`src/design/dur_pkg.sv`:
```
package dur_pkg;

  // Field widths
  localparam int CHAR_W  = 8;
  localparam int ERR_W   = 4;
  localparam int MONTH_W = 31;
  localparam int SEC_W   = 63;
  localparam int NANO_W  = 30;

  // Fraction digits kept; later digits are dropped
  localparam int FRAC_DIGITS = 9;
  localparam int FCNT_W      = 4;

  // Scaled copies of the running digit value: x1, x12, x60, x3600, x86400
  localparam int NSCALE    = 5;
  localparam int SCL_IDX_W = 3;
  localparam int SCL_ONE   = 0;
  localparam int SCL_YEAR  = 1;
  localparam int SCL_MIN   = 2;
  localparam int SCL_HOUR  = 3;
  localparam int SCL_DAY   = 4;
  localparam int SCL_K_W   = 17;
  // Wide enough for scaled*10 + digit*k before the overflow test
  localparam int SCL_EXT_W = SEC_W + 4;

  // Characters
  localparam logic [CHAR_W-1:0] CH_MINUS = 8'h2D;
  localparam logic [CHAR_W-1:0] CH_DOT   = 8'h2E;
  localparam logic [CHAR_W-1:0] CH_ZERO  = 8'h30;
  localparam logic [CHAR_W-1:0] CH_NINE  = 8'h39;
  localparam logic [CHAR_W-1:0] CH_D     = 8'h44;
  localparam logic [CHAR_W-1:0] CH_H     = 8'h48;
  localparam logic [CHAR_W-1:0] CH_M     = 8'h4D;
  localparam logic [CHAR_W-1:0] CH_P     = 8'h50;
  localparam logic [CHAR_W-1:0] CH_S     = 8'h53;
  localparam logic [CHAR_W-1:0] CH_T     = 8'h54;
  localparam logic [CHAR_W-1:0] CH_Y     = 8'h59;

  typedef enum logic [3:0] {
    PH_START,
    PH_SIGN,
    PH_AFTER_P,
    PH_DATE,
    PH_DATE_NUM,
    PH_AFTER_T,
    PH_TIME,
    PH_TIME_NUM,
    PH_FRAC,
    PH_FAILED
  } phase_t;

  typedef enum logic [ERR_W-1:0] {
    ERR_OK         = 4'd0,
    ERR_EMPTY      = 4'd1,
    ERR_NO_P       = 4'd2,
    ERR_AFTER_P    = 4'd3,
    ERR_NO_DIGIT   = 4'd4,
    ERR_NO_DESIG   = 4'd5,
    ERR_BAD_DESIG  = 4'd6,
    ERR_BAD_CHAR   = 4'd7,
    ERR_AFTER_T    = 4'd8,
    ERR_NO_S       = 4'd9,
    ERR_NO_TIME    = 4'd10,
    ERR_NO_COMP    = 4'd11,
    ERR_TRAILING   = 4'd12,
    ERR_OVERFLOW   = 4'd13
  } err_t;

  typedef struct packed {
    logic [CHAR_W-1:0] character;
    logic              end_only;
    logic              last;
  } dur_item_t;

  typedef struct packed {
    err_t               error_code;
    logic               is_negative;
    logic [MONTH_W-1:0] month_total;
    logic [SEC_W-1:0]   second_total;
    logic [NANO_W-1:0]  nano_part;
  } dur_result_t;

  // Unit weight of each scaled copy
  function automatic logic [SCL_K_W-1:0] scale_k(input logic [SCL_IDX_W-1:0] idx);
    logic [SCL_K_W-1:0] k;
    unique case (idx)
      3'd0:    k = 17'd1;
      3'd1:    k = 17'd12;
      3'd2:    k = 17'd60;
      3'd3:    k = 17'd3600;
      3'd4:    k = 17'd86400;
      default: k = '0;
    endcase
    return k;
  endfunction

  // Place value of a fraction digit in nanoseconds
  function automatic logic [NANO_W-1:0] pow10(input logic [FCNT_W-1:0] e);
    logic [NANO_W-1:0] p;
    unique case (e)
      4'd0:    p = 30'd1;
      4'd1:    p = 30'd10;
      4'd2:    p = 30'd100;
      4'd3:    p = 30'd1000;
      4'd4:    p = 30'd10000;
      4'd5:    p = 30'd100000;
      4'd6:    p = 30'd1000000;
      4'd7:    p = 30'd10000000;
      4'd8:    p = 30'd100000000;
      default: p = '0;
    endcase
    return p;
  endfunction

endpackage

```
`src/design/duration_string_parser.sv`:
```
// Channel   Direction  Handshake            Item
// in_       input      in_valid/in_ready    in_character, in_end_only, in_last
// out_      output     out_valid/out_ready  out_error_code, out_is_negative,
//                                           out_month_total, out_second_total,
//                                           out_nano_part
//
// One item per cycle unless an item that ends a string waits on a full result slot;
// the last item of a string passes the input register, then its result the result register.
// The parse step is one pass of decode plus one wide add and compare per
// accumulator, fed by registered digit copies pre-scaled by each unit.
// Reset is synchronous on rst_n low and returns the parser to string start.
// A stalled result holds only items that end a string; other items keep
// flowing past it.
module duration_string_parser (
  input  logic                          clk,
  input  logic                          rst_n,
  input  logic                          in_valid,
  output logic                          in_ready,
  input  logic [dur_pkg::CHAR_W-1:0]    in_character,
  input  logic                          in_end_only,
  input  logic                          in_last,
  output logic                          out_valid,
  input  logic                          out_ready,
  output logic [dur_pkg::ERR_W-1:0]     out_error_code,
  output logic                          out_is_negative,
  output logic [dur_pkg::MONTH_W-1:0]   out_month_total,
  output logic [dur_pkg::SEC_W-1:0]     out_second_total,
  output logic [dur_pkg::NANO_W-1:0]    out_nano_part
);

  logic                 item_valid;
  dur_pkg::dur_item_t   item;
  logic                 go;
  logic                 res_load;
  dur_pkg::dur_result_t res;
  logic                 out_free;

  // Held item advances unless it ends a string and the result slot is full
  assign go = item_valid && (!item.last || out_free);

  dur_in_stage u_in (
    .clk          (clk),
    .rst_n        (rst_n),
    .in_valid     (in_valid),
    .in_ready     (in_ready),
    .in_character (in_character),
    .in_end_only  (in_end_only),
    .in_last      (in_last),
    .go           (go),
    .item_valid   (item_valid),
    .item         (item)
  );

  dur_core u_core (
    .clk      (clk),
    .rst_n    (rst_n),
    .go       (go),
    .item     (item),
    .res_load (res_load),
    .res      (res)
  );

  dur_out_stage u_out (
    .clk              (clk),
    .rst_n            (rst_n),
    .load             (res_load),
    .res              (res),
    .free             (out_free),
    .out_valid        (out_valid),
    .out_ready        (out_ready),
    .out_error_code   (out_error_code),
    .out_is_negative  (out_is_negative),
    .out_month_total  (out_month_total),
    .out_second_total (out_second_total),
    .out_nano_part    (out_nano_part)
  );

endmodule

```
`src/design/dur_in_stage.sv`:
```
module dur_in_stage (
  input  logic                          clk,
  input  logic                          rst_n,
  input  logic                          in_valid,
  output logic                          in_ready,
  input  logic [dur_pkg::CHAR_W-1:0]    in_character,
  input  logic                          in_end_only,
  input  logic                          in_last,
  input  logic                          go,
  output logic                          item_valid,
  output dur_pkg::dur_item_t            item
);

  logic               valid_r;
  dur_pkg::dur_item_t item_r;

  // Free when empty or when the held item moves on this cycle
  assign in_ready   = !valid_r || go;
  assign item_valid = valid_r;
  assign item       = item_r;

  always_ff @(posedge clk) begin
    if (!rst_n) begin
      valid_r <= 1'b0;
    end else if (in_valid && in_ready) begin
      valid_r <= 1'b1;
    end else if (go) begin
      valid_r <= 1'b0;
    end
  end

  always_ff @(posedge clk) begin
    if (in_valid && in_ready) begin
      item_r.character <= in_character;
      item_r.end_only  <= in_end_only;
      item_r.last      <= in_last;
    end
  end

endmodule

```
`src/design/dur_core.sv`:
```
module dur_core (
  input  logic                  clk,
  input  logic                  rst_n,
  input  logic                  go,
  input  dur_pkg::dur_item_t    item,
  output logic                  res_load,
  output dur_pkg::dur_result_t  res
);

  localparam int MW = dur_pkg::MONTH_W;
  localparam int SW = dur_pkg::SEC_W;
  localparam int NW = dur_pkg::NANO_W;
  localparam int XW = dur_pkg::SCL_EXT_W;

  dur_pkg::phase_t phase_r, phase_nxt;
  dur_pkg::err_t   err_r, err_nxt;
  logic            sign_r, sign_nxt;
  logic            any_r, any_nxt;
  logic            time_r, time_nxt;
  logic [MW-1:0]   month_r, month_nxt;
  logic [SW-1:0]   sec_r, sec_nxt;
  logic [NW-1:0]   nano_r, nano_nxt;
  logic [dur_pkg::FCNT_W-1:0] fcnt_r, fcnt_nxt;

  // Running digit value times each unit weight, with sticky overflow flags
  logic [SW-1:0] scl_r   [dur_pkg::NSCALE];
  logic [SW-1:0] scl_nxt [dur_pkg::NSCALE];
  logic          sovf_r  [dur_pkg::NSCALE];
  logic          sovf_nxt[dur_pkg::NSCALE];

  logic [SW-1:0] scl_first[dur_pkg::NSCALE];
  logic [SW-1:0] scl_more [dur_pkg::NSCALE];
  logic          ovf_more [dur_pkg::NSCALE];

  logic [dur_pkg::CHAR_W-1:0] ch;
  logic                       is_digit;
  logic [3:0]                 dval;

  logic [dur_pkg::SCL_IDX_W-1:0] m_idx, s_idx;
  logic [SW:0]   msum, ssum;
  logic          mbad, sbad;
  logic [NW-1:0] nano_add;

  dur_pkg::err_t end_code;
  logic          nonzero;

  assign ch       = item.character;
  assign is_digit = (ch >= dur_pkg::CH_ZERO) && (ch <= dur_pkg::CH_NINE);
  assign dval     = ch[3:0];

  // Next scaled values: start of a run, or value*10 + digit*k
  always_comb begin
    logic [XW-1:0] ext;
    logic [XW-1:0] dk;
    logic [XW-1:0] sum;
    for (int i = 0; i < dur_pkg::NSCALE; i++) begin
      ext = XW'(scl_r[i]);
      dk  = XW'(dval) * XW'(dur_pkg::scale_k(dur_pkg::SCL_IDX_W'(i)));
      sum = (ext << 3) + (ext << 1) + dk;
      scl_first[i] = SW'(dk);
      scl_more[i]  = sum[SW-1:0];
      ovf_more[i]  = sovf_r[i] || (|sum[XW-1:SW]);
    end
  end

  // Month fold: Y adds twelve per unit, M adds one
  assign m_idx = (ch == dur_pkg::CH_Y) ? dur_pkg::SCL_IDX_W'(dur_pkg::SCL_YEAR)
                                      : dur_pkg::SCL_IDX_W'(dur_pkg::SCL_ONE);
  assign msum  = (SW+1)'(month_r) + (SW+1)'(scl_r[m_idx]);
  assign mbad  = sovf_r[m_idx] || (|msum[SW:MW]);

  // Second fold: D, H, M in time, S and the decimal point
  always_comb begin
    priority case (ch)
      dur_pkg::CH_D: s_idx = dur_pkg::SCL_IDX_W'(dur_pkg::SCL_DAY);
      dur_pkg::CH_H: s_idx = dur_pkg::SCL_IDX_W'(dur_pkg::SCL_HOUR);
      dur_pkg::CH_M: s_idx = dur_pkg::SCL_IDX_W'(dur_pkg::SCL_MIN);
      default:       s_idx = dur_pkg::SCL_IDX_W'(dur_pkg::SCL_ONE);
    endcase
  end
  assign ssum = (SW+1)'(sec_r) + (SW+1)'(scl_r[s_idx]);
  assign sbad = sovf_r[s_idx] || ssum[SW];

  // Fraction digit lands already padded to nanoseconds
  always_comb begin
    logic [NW+3:0] prod;
    prod     = (NW+4)'(dval) *
               (NW+4)'(dur_pkg::pow10(dur_pkg::FCNT_W'(8) - fcnt_r));
    nano_add = prod[NW-1:0];
  end

  // Parser step for one character
  always_comb begin
    phase_nxt = phase_r;
    err_nxt   = err_r;
    sign_nxt  = sign_r;
    any_nxt   = any_r;
    time_nxt  = time_r;
    month_nxt = month_r;
    sec_nxt   = sec_r;
    nano_nxt  = nano_r;
    fcnt_nxt  = fcnt_r;
    for (int i = 0; i < dur_pkg::NSCALE; i++) begin
      scl_nxt[i]  = scl_r[i];
      sovf_nxt[i] = sovf_r[i];
    end

    if (!item.end_only) begin
      unique case (phase_r)
        dur_pkg::PH_START: begin
          if (ch == dur_pkg::CH_MINUS) begin
            sign_nxt  = 1'b1;
            phase_nxt = dur_pkg::PH_SIGN;
          end else if (ch == dur_pkg::CH_P) begin
            phase_nxt = dur_pkg::PH_AFTER_P;
          end else begin
            phase_nxt = dur_pkg::PH_FAILED;
            err_nxt   = dur_pkg::ERR_NO_P;
          end
        end
        dur_pkg::PH_SIGN: begin
          if (ch == dur_pkg::CH_P) begin
            phase_nxt = dur_pkg::PH_AFTER_P;
          end else begin
            phase_nxt = dur_pkg::PH_FAILED;
            err_nxt   = dur_pkg::ERR_NO_P;
          end
        end
        dur_pkg::PH_AFTER_P, dur_pkg::PH_DATE: begin
          if (is_digit) begin
            for (int i = 0; i < dur_pkg::NSCALE; i++) begin
              scl_nxt[i]  = scl_first[i];
              sovf_nxt[i] = 1'b0;
            end
            phase_nxt = dur_pkg::PH_DATE_NUM;
          end else if (ch == dur_pkg::CH_T) begin
            phase_nxt = dur_pkg::PH_AFTER_T;
          end else begin
            phase_nxt = dur_pkg::PH_FAILED;
            err_nxt   = dur_pkg::ERR_BAD_CHAR;
          end
        end
        dur_pkg::PH_DATE_NUM: begin
          if (is_digit) begin
            for (int i = 0; i < dur_pkg::NSCALE; i++) begin
              scl_nxt[i]  = scl_more[i];
              sovf_nxt[i] = ovf_more[i];
            end
            if (ovf_more[dur_pkg::SCL_ONE]) begin
              phase_nxt = dur_pkg::PH_FAILED;
              err_nxt   = dur_pkg::ERR_OVERFLOW;
            end
          end else begin
            phase_nxt = dur_pkg::PH_DATE;
            any_nxt   = 1'b1;
            if (ch == dur_pkg::CH_Y || ch == dur_pkg::CH_M) begin
              if (mbad) begin
                phase_nxt = dur_pkg::PH_FAILED;
                err_nxt   = dur_pkg::ERR_OVERFLOW;
              end else begin
                month_nxt = msum[MW-1:0];
              end
            end else if (ch == dur_pkg::CH_D) begin
              if (sbad) begin
                phase_nxt = dur_pkg::PH_FAILED;
                err_nxt   = dur_pkg::ERR_OVERFLOW;
              end else begin
                sec_nxt = ssum[SW-1:0];
              end
            end else begin
              phase_nxt = dur_pkg::PH_FAILED;
              err_nxt   = dur_pkg::ERR_BAD_DESIG;
            end
          end
        end
        dur_pkg::PH_AFTER_T, dur_pkg::PH_TIME: begin
          if (is_digit) begin
            for (int i = 0; i < dur_pkg::NSCALE; i++) begin
              scl_nxt[i]  = scl_first[i];
              sovf_nxt[i] = 1'b0;
            end
            phase_nxt = dur_pkg::PH_TIME_NUM;
          end else begin
            phase_nxt = dur_pkg::PH_FAILED;
            err_nxt   = time_r ? dur_pkg::ERR_TRAILING : dur_pkg::ERR_NO_TIME;
          end
        end
        dur_pkg::PH_TIME_NUM: begin
          if (is_digit) begin
            for (int i = 0; i < dur_pkg::NSCALE; i++) begin
              scl_nxt[i]  = scl_more[i];
              sovf_nxt[i] = ovf_more[i];
            end
            if (ovf_more[dur_pkg::SCL_ONE]) begin
              phase_nxt = dur_pkg::PH_FAILED;
              err_nxt   = dur_pkg::ERR_OVERFLOW;
            end
          end else if (ch == dur_pkg::CH_H || ch == dur_pkg::CH_M ||
                       ch == dur_pkg::CH_S || ch == dur_pkg::CH_DOT) begin
            if (ch == dur_pkg::CH_DOT) begin
              phase_nxt = dur_pkg::PH_FRAC;
              fcnt_nxt  = '0;
            end else begin
              phase_nxt = dur_pkg::PH_TIME;
              time_nxt  = 1'b1;
              any_nxt   = 1'b1;
            end
            // seconds and the decimal point both clear the nanoseconds
            if (ch == dur_pkg::CH_S || ch == dur_pkg::CH_DOT) begin
              nano_nxt = '0;
            end
            if (sbad) begin
              phase_nxt = dur_pkg::PH_FAILED;
              err_nxt   = dur_pkg::ERR_OVERFLOW;
            end else begin
              sec_nxt = ssum[SW-1:0];
            end
          end else begin
            phase_nxt = dur_pkg::PH_FAILED;
            err_nxt   = dur_pkg::ERR_BAD_DESIG;
          end
        end
        dur_pkg::PH_FRAC: begin
          if (is_digit) begin
            if (fcnt_r < dur_pkg::FCNT_W'(dur_pkg::FRAC_DIGITS)) begin
              nano_nxt = nano_r + nano_add;
              fcnt_nxt = fcnt_r + 1'b1;
            end
          end else if (ch == dur_pkg::CH_S) begin
            phase_nxt = dur_pkg::PH_TIME;
            time_nxt  = 1'b1;
            any_nxt   = 1'b1;
          end else begin
            phase_nxt = dur_pkg::PH_FAILED;
            err_nxt   = dur_pkg::ERR_NO_S;
          end
        end
        dur_pkg::PH_FAILED: begin
          // first error stays; characters ignored until the end
        end
        default: begin
          phase_nxt = dur_pkg::PH_FAILED;
        end
      endcase
    end
  end

  // End-of-string code from the updated state
  always_comb begin
    unique case (phase_nxt)
      dur_pkg::PH_START:    end_code = dur_pkg::ERR_EMPTY;
      dur_pkg::PH_SIGN:     end_code = dur_pkg::ERR_NO_P;
      dur_pkg::PH_AFTER_P:  end_code = dur_pkg::ERR_AFTER_P;
      dur_pkg::PH_DATE:     end_code = any_nxt ? dur_pkg::ERR_OK : dur_pkg::ERR_NO_COMP;
      dur_pkg::PH_DATE_NUM: end_code = dur_pkg::ERR_NO_DESIG;
      dur_pkg::PH_AFTER_T:  end_code = dur_pkg::ERR_AFTER_T;
      dur_pkg::PH_TIME:     end_code = time_nxt ? dur_pkg::ERR_OK : dur_pkg::ERR_NO_TIME;
      dur_pkg::PH_TIME_NUM: end_code = dur_pkg::ERR_NO_DESIG;
      dur_pkg::PH_FRAC:     end_code = dur_pkg::ERR_NO_S;
      default:              end_code = err_nxt;
    endcase
  end

  // Result; errors and negative zero carry cleared fields
  assign nonzero  = (|month_nxt) || (|sec_nxt) || (|nano_nxt);
  assign res_load = go && item.last;

  always_comb begin
    res.error_code = end_code;
    if (end_code == dur_pkg::ERR_OK) begin
      res.is_negative  = sign_nxt && nonzero;
      res.month_total  = month_nxt;
      res.second_total = sec_nxt;
      res.nano_part    = nano_nxt;
    end else begin
      res.is_negative  = 1'b0;
      res.month_total  = '0;
      res.second_total = '0;
      res.nano_part    = '0;
    end
  end

  // Parser state; the last item of a string returns it to the start
  always_ff @(posedge clk) begin
    if (!rst_n || res_load) begin
      phase_r <= dur_pkg::PH_START;
      err_r   <= dur_pkg::ERR_OK;
      sign_r  <= 1'b0;
      any_r   <= 1'b0;
      time_r  <= 1'b0;
      month_r <= '0;
      sec_r   <= '0;
      nano_r  <= '0;
      fcnt_r  <= '0;
    end else if (go) begin
      phase_r <= phase_nxt;
      err_r   <= err_nxt;
      sign_r  <= sign_nxt;
      any_r   <= any_nxt;
      time_r  <= time_nxt;
      month_r <= month_nxt;
      sec_r   <= sec_nxt;
      nano_r  <= nano_nxt;
      fcnt_r  <= fcnt_nxt;
    end
  end

  // Scaled digit copies are loaded at the first digit of every run and extended by each later digit
  always_ff @(posedge clk) begin
    if (go) begin
      for (int i = 0; i < dur_pkg::NSCALE; i++) begin
        scl_r[i]  <= scl_nxt[i];
        sovf_r[i] <= sovf_nxt[i];
      end
    end
  end

endmodule

```
`src/design/dur_out_stage.sv`:
```
module dur_out_stage (
  input  logic                            clk,
  input  logic                            rst_n,
  input  logic                            load,
  input  dur_pkg::dur_result_t            res,
  output logic                            free,
  output logic                            out_valid,
  input  logic                            out_ready,
  output logic [dur_pkg::ERR_W-1:0]       out_error_code,
  output logic                            out_is_negative,
  output logic [dur_pkg::MONTH_W-1:0]     out_month_total,
  output logic [dur_pkg::SEC_W-1:0]       out_second_total,
  output logic [dur_pkg::NANO_W-1:0]      out_nano_part
);

  logic                 valid_r;
  dur_pkg::dur_result_t res_r;

  // Slot opens when empty or when the held result is taken
  assign free      = !valid_r || out_ready;
  assign out_valid = valid_r;

  always_ff @(posedge clk) begin
    if (!rst_n) begin
      valid_r <= 1'b0;
    end else if (load) begin
      valid_r <= 1'b1;
    end else if (out_ready) begin
      valid_r <= 1'b0;
    end
  end

  always_ff @(posedge clk) begin
    if (load) begin
      res_r <= res;
    end
  end

  assign out_error_code   = res_r.error_code;
  assign out_is_negative  = res_r.is_negative;
  assign out_month_total  = res_r.month_total;
  assign out_second_total = res_r.second_total;
  assign out_nano_part    = res_r.nano_part;

endmodule

```
`config.mk`:
```
export PLATFORM = sky130hd
export DESIGN_NAME = duration_string_parser
export DESIGN_NICKNAME = d
export VERILOG_FILES = /design/src/design/dur_pkg.sv /design/src/design/duration_string_parser.sv /design/src/design/dur_in_stage.sv /design/src/design/dur_core.sv /design/src/design/dur_out_stage.sv
export SDC_FILE = /design/constraint.sdc
export NUM_CORES = 2
export LEC_CHECK = 0
export BUFFER_PORTS_ARGS = -buffer_cell sky130_fd_sc_hd__buf_2
export CAP_MARGIN = 20
export CORE_ASPECT_RATIO = 1.4
export CORE_MARGIN = 1
export CORE_UTILIZATION = 30
export CTS_CLUSTER_SIZE = 28
export DETAILED_ROUTE_END_ITERATION = 8
export GPL_TIMING_DRIVEN = 0
export PLACE_DENSITY_LB_ADDON = 0.08
export SLEW_MARGIN = 20
export SYNTH_ARGS = -nofsm -noshare
export SYNTH_HDL_FRONTEND = slang
export SYNTH_HIERARCHICAL = 1
export SYNTH_SLANG_ARGS = --single-unit
export TNS_END_PERCENT = 30
```
`constraint.sdc`:
```
create_clock -name clk -period 54 [get_ports clk]
set_clock_uncertainty 0.05 [all_clocks]
set_input_delay 10.8 -clock clk [delete_from_list [all_inputs] [get_ports clk]]
set_output_delay 10.8 -clock clk [all_outputs]
set_load 0.05 [all_outputs]
```
==> impl_summary.txt <==
----------------------------------------------------
[Synth]
  Fraction of synthesis flops using an asynchronous set or reset pin ... 0
  Avg Inst Size Synth ... 8.46 sq um
  Post-synthesis register bit count ... 574
  Post-synthesis cell type count ... between 90 and 100
  Top-count cell post-synth ... sky130_fd_sc_hd__ha_1
  Cells after synthesis ... 6743
  Yosys warning total ... 6
  Main flop type after synthesis ... sky130_fd_sc_hd__edfxtp_1
  Number of flops mapped to enable cells by yosys ... 433
  Top-area cell type share of the netlist area ... 0.228
  Total standard cell area after synthesis ... 57100 sq um
  Fraction of the yosys area taken by sequential cells ... 0.277
  Most used standard cells in the synthesized netlist ... sky130_fd_sc_hd__ha_1, sky130_fd_sc_hd__nor2_1, sky130_fd_sc_hd__nand2_1
  Net count after synthesis ... 7611
  Largest area contributor in the netlist ... sky130_fd_sc_hd__edfxtp_1
  Largest cells by area after synthesis ... sky130_fd_sc_hd__edfxtp_1, sky130_fd_sc_hd__ha_1, sky130_fd_sc_hd__a21oi_1

[Layout]
  Synthesis-to-finish area growth ... 12.3%
  Fin area ... around 64000 sq um
  Post-layout net count ... 7888
  Layout cell share with drive strength beyond 1 ... 0.0602
  Number of fillers in the final layout ... 20000
  Final core utilization ... 0.339

[Timing]
  Max-slew violation count ... 0
  Number of endpoints with negative hold slack in the final report ... 0
  Final-layout worst hold slack ... between 0.4 and 0.5 ns
  Setup_tns ... 0 ns
  Setup repair after global routing missed its margin ... no
  Worst slew slack as a fraction of its limit ... 0.213
  Actual slew at the worst max-slew pin ... 1.18 ns
  Tcrit/Tclk final ... 0.432
  Highest Clock Rate ... 0.0429 GHz
  Clock period minus worst slack ... 23.30 ns
  Setup-failing EPs final ... 0

[Route]
  Detail-routed net length per standard cell ... 25.7 microns
  Number of nets with antenna violations after routing ... 0
  Starting DRC count in detailed routing ... 3490
  Pre-Repair DR Iteration Count ... 6
  Remaining design rule violation count ... 0
  Via count normalized by instance count ... 5.54
  Total detailed-routing wirelength ... 246 mm
  Routed via count ... 53000

[Place]
  Instance area at placement ... 61500 sq um
  Port bufs ... 144
  Total half-perimeter wirelength after legalization and detailed placement ... just over 200 mm
  Routability-driven placement congestion ratio ... approximately 1

[Floorplanning]
  I/O pin count ... 145
  Die height ... 518 microns
  Cell Rows ... 189
  Core Box Area ... 189000 sq um
  Die outline area ... 192000 sq um
  Die X ... 371 microns
  Starting density of the core ... 0.302

[Global routing]
  Wire length of the first global-routing pass ... approximately 360 mm
  Total grt overflow ... 0
  Number of global-route vias before repair ... 53100
  Maximum number of pins on one net before global-route repair ... 50
  Antenna violations before repair ... 4
  Total routing resource utilization after global routing ... 0.250

[Clock tree]
  Number of buffers added to fix hold violations after cts ... 0
  Worst-Skew Late Latency ... 0.72 ns
  CTS tree ... done
  Post-CTS setup buffer count ... 0
  CTS Buf Count ... 75
  Resized Gates After CTS ... 0
  H-Tree Level Count ... 3
  Clock-pin transition on the worst setup and hold timing paths ... 0.05 ns
  Clock Root Buffer ... sky130_fd_sc_hd__clkbuf_16
  Number of clock sinks ... 574
  Number of buffers on the longest clock path ... 3

[Critical path]
  Cell family with most CP delay ... compound AO/OA/AOI/OAI gates
  Critical path data arrival time ... 12.45 ns
  Peak fanout along the critical path ... 5
  Cells along the critical path ... buf_2 -> nand2b_4 -> inv_1 -> a21boi_1 -> nand2b_4 -> buf_2
  Worst reg-to-reg setup slack ... 39.74 ns
  Startpoint class of the critical path ... input port
  Worst path required time ... 43.15 ns
  Max stage delay cell, worst path ... sky130_fd_sc_hd__a21boi_1
  Crit path capture type ... primary output
  Critical path start-end classification ... in -> out
  Combined buffer and inverter count along the critical path ... 3
  Largest stage delay, worst path ... 0.85 ns

[Power]
  Pwr Total ... 1.24 mW
  PD cells ... 19.3 nW/um^2
  Leakage component of the power ... about 26 nW
  Worst voltage drop across the vdd grid ... 0.0239 mV

[Min path]
  Class of the most critical hold timing path ... reg -> reg

[Run status]
  Run status ... finished clean

[Flow run]
  Number of maximum-capacitance constraint violations ... 0

----------------------------------------------------
## registers in the layout, summed over array words and instances, names as in the netlist, 4 cells and up
name / count
u_core/nano_r: 30
u_out/out_error_code: 4
u_core/sovf_r: 5
u_out/out_second_total: 63
u_core/sec_r: 63
u_core/fcnt_r: 4
u_out/out_month_total: 31
u_core/month_r: 31
u_core/phase_r: 4
u_core/err_r: 4
u_out/out_nano_part: 30
u_core/scl_r: 289
u_in/item: 10
## report_power, final
part           internal (mW)  leakage [nW]  switching (mW)  total, mW
registers              0.478          5.08         0.00625      0.485
logic                 0.0761          20.0           0.140      0.216
clock network          0.306          1.21           0.230      0.536
total                  0.860          26.3           0.377       1.24
## worst reg2reg max path: cells and delay by family, from the launching register on
family,cells,cell delay [ns]
AO/OA/AOI/OAI,8,3.13
adder cells (fa/ha/maj),2,0.99
buffers and inverters,11,5.30
flip-flops,1,0.40
AND/OR/NAND/NOR,12,4.11
## layout by cell type (no fill, tap or decap), types with 18 or more instances in the layout
master                      count
sky130_fd_sc_hd__clkbuf_16     78
sky130_fd_sc_hd__clkbuf_1     232
sky130_fd_sc_hd__ha_1         742
sky130_fd_sc_hd__inv_1        316
sky130_fd_sc_hd__nand2_1      713
sky130_fd_sc_hd__a31oi_1       59
sky130_fd_sc_hd__mux2i_1      100
sky130_fd_sc_hd__and3_1        81
sky130_fd_sc_hd__dfxtp_1      141
sky130_fd_sc_hd__o211ai_1      64
sky130_fd_sc_hd__a211oi_1     115
sky130_fd_sc_hd__buf_2        159
sky130_fd_sc_hd__a31o_2        22
sky130_fd_sc_hd__xor2_1       163
sky130_fd_sc_hd__or3_1         38
sky130_fd_sc_hd__nand3_1      154
sky130_fd_sc_hd__buf_4         34
sky130_fd_sc_hd__edfxtp_1     433
sky130_fd_sc_hd__o2111ai_1     18
sky130_fd_sc_hd__nor2_1       715
sky130_fd_sc_hd__o21bai_1      58
sky130_fd_sc_hd__or4_1         23
sky130_fd_sc_hd__a21oi_1      580
sky130_fd_sc_hd__or2_2         25
sky130_fd_sc_hd__a21o_1       222
sky130_fd_sc_hd__and2_1        78
sky130_fd_sc_hd__and4_1        32
sky130_fd_sc_hd__nand2b_1      72
sky130_fd_sc_hd__o31ai_1       28
sky130_fd_sc_hd__fa_1         112
sky130_fd_sc_hd__o21ai_0      412
sky130_fd_sc_hd__nor2b_1       64
sky130_fd_sc_hd__o21a_1        59
sky130_fd_sc_hd__xnor2_1      221
sky130_fd_sc_hd__nor4_1        59
sky130_fd_sc_hd__nand4_1      111
sky130_fd_sc_hd__nor3_1       117
sky130_fd_sc_hd__a22oi_1       31
## routing by layer
layer / vias up / routed length, microns / GRT usage
met4: 2 / 14100 / 0.132
li1: 25300 / - / -
met1: 25900 / 98200 / 0.286
met3: 421 / 8540 / 0.0234
met2: 1321 / 125000 / 0.456
met5: - / 13 / 0
## per-stage QoR
step                cells  worst slack (ns)
floorplan            6743             21.22
global placement     9370              4.93
detailed placement   9424             30.64
CTS                  9559             30.65
global route         9562             30.64
finish               9564             30.70
## final cells by class
type / count / area [sq um] / area share
Buffer: 265 / 1070 / 0.0167
Tap cell: 2483 / 3110 / 0.0485
Antenna cell: 3 / 7.51 / 0.000117
Clock inverter: 41 / 465 / 0.00726
Sequential cell: 574 / 15800 / 0.247
Timing Repair Buffer: 200 / 1320 / 0.0206
Multi-Input combinational cell: 5585 / 39100 / 0.609
Inverter: 319 / 1200 / 0.0187
Clock buffer: 94 / 2030 / 0.0317
## cells by family (layout without fill, tap and decap cells)
logic type	count (synthesis)	in the layout	share of synthesized area
AOI/OAI and AO/OA	1895	1895	0.211
xor gates and xnor gates	384	384	0.0589
adders and majority gates	854	854	0.202
buffers and inverters	584	919	0.0394
DFF	574	574	0.277
muxes	105	105	0.0185
other	0	3	0
and+or+nand+nor	2347	2347	0.193
## path summary, 6_finish.rpt
check,startpoint,end,cells past startpoint
worst max-delay path,out_ready,in_ready,6
worst min-delay path,u_core/any_r$_SDFFE_PP0P_,u_core/any_r$_SDFFE_PP0P_,2
worst max register to register,u_in/item[4]$_DFFE_PP_,u_out/out_month_total[1]$_DFFE_PP_,33
worst min register to register,u_core/any_r$_SDFFE_PP0P_,u_core/any_r$_SDFFE_PP0P_,2
Note: power is estimated with default switching activity, not from simulation.
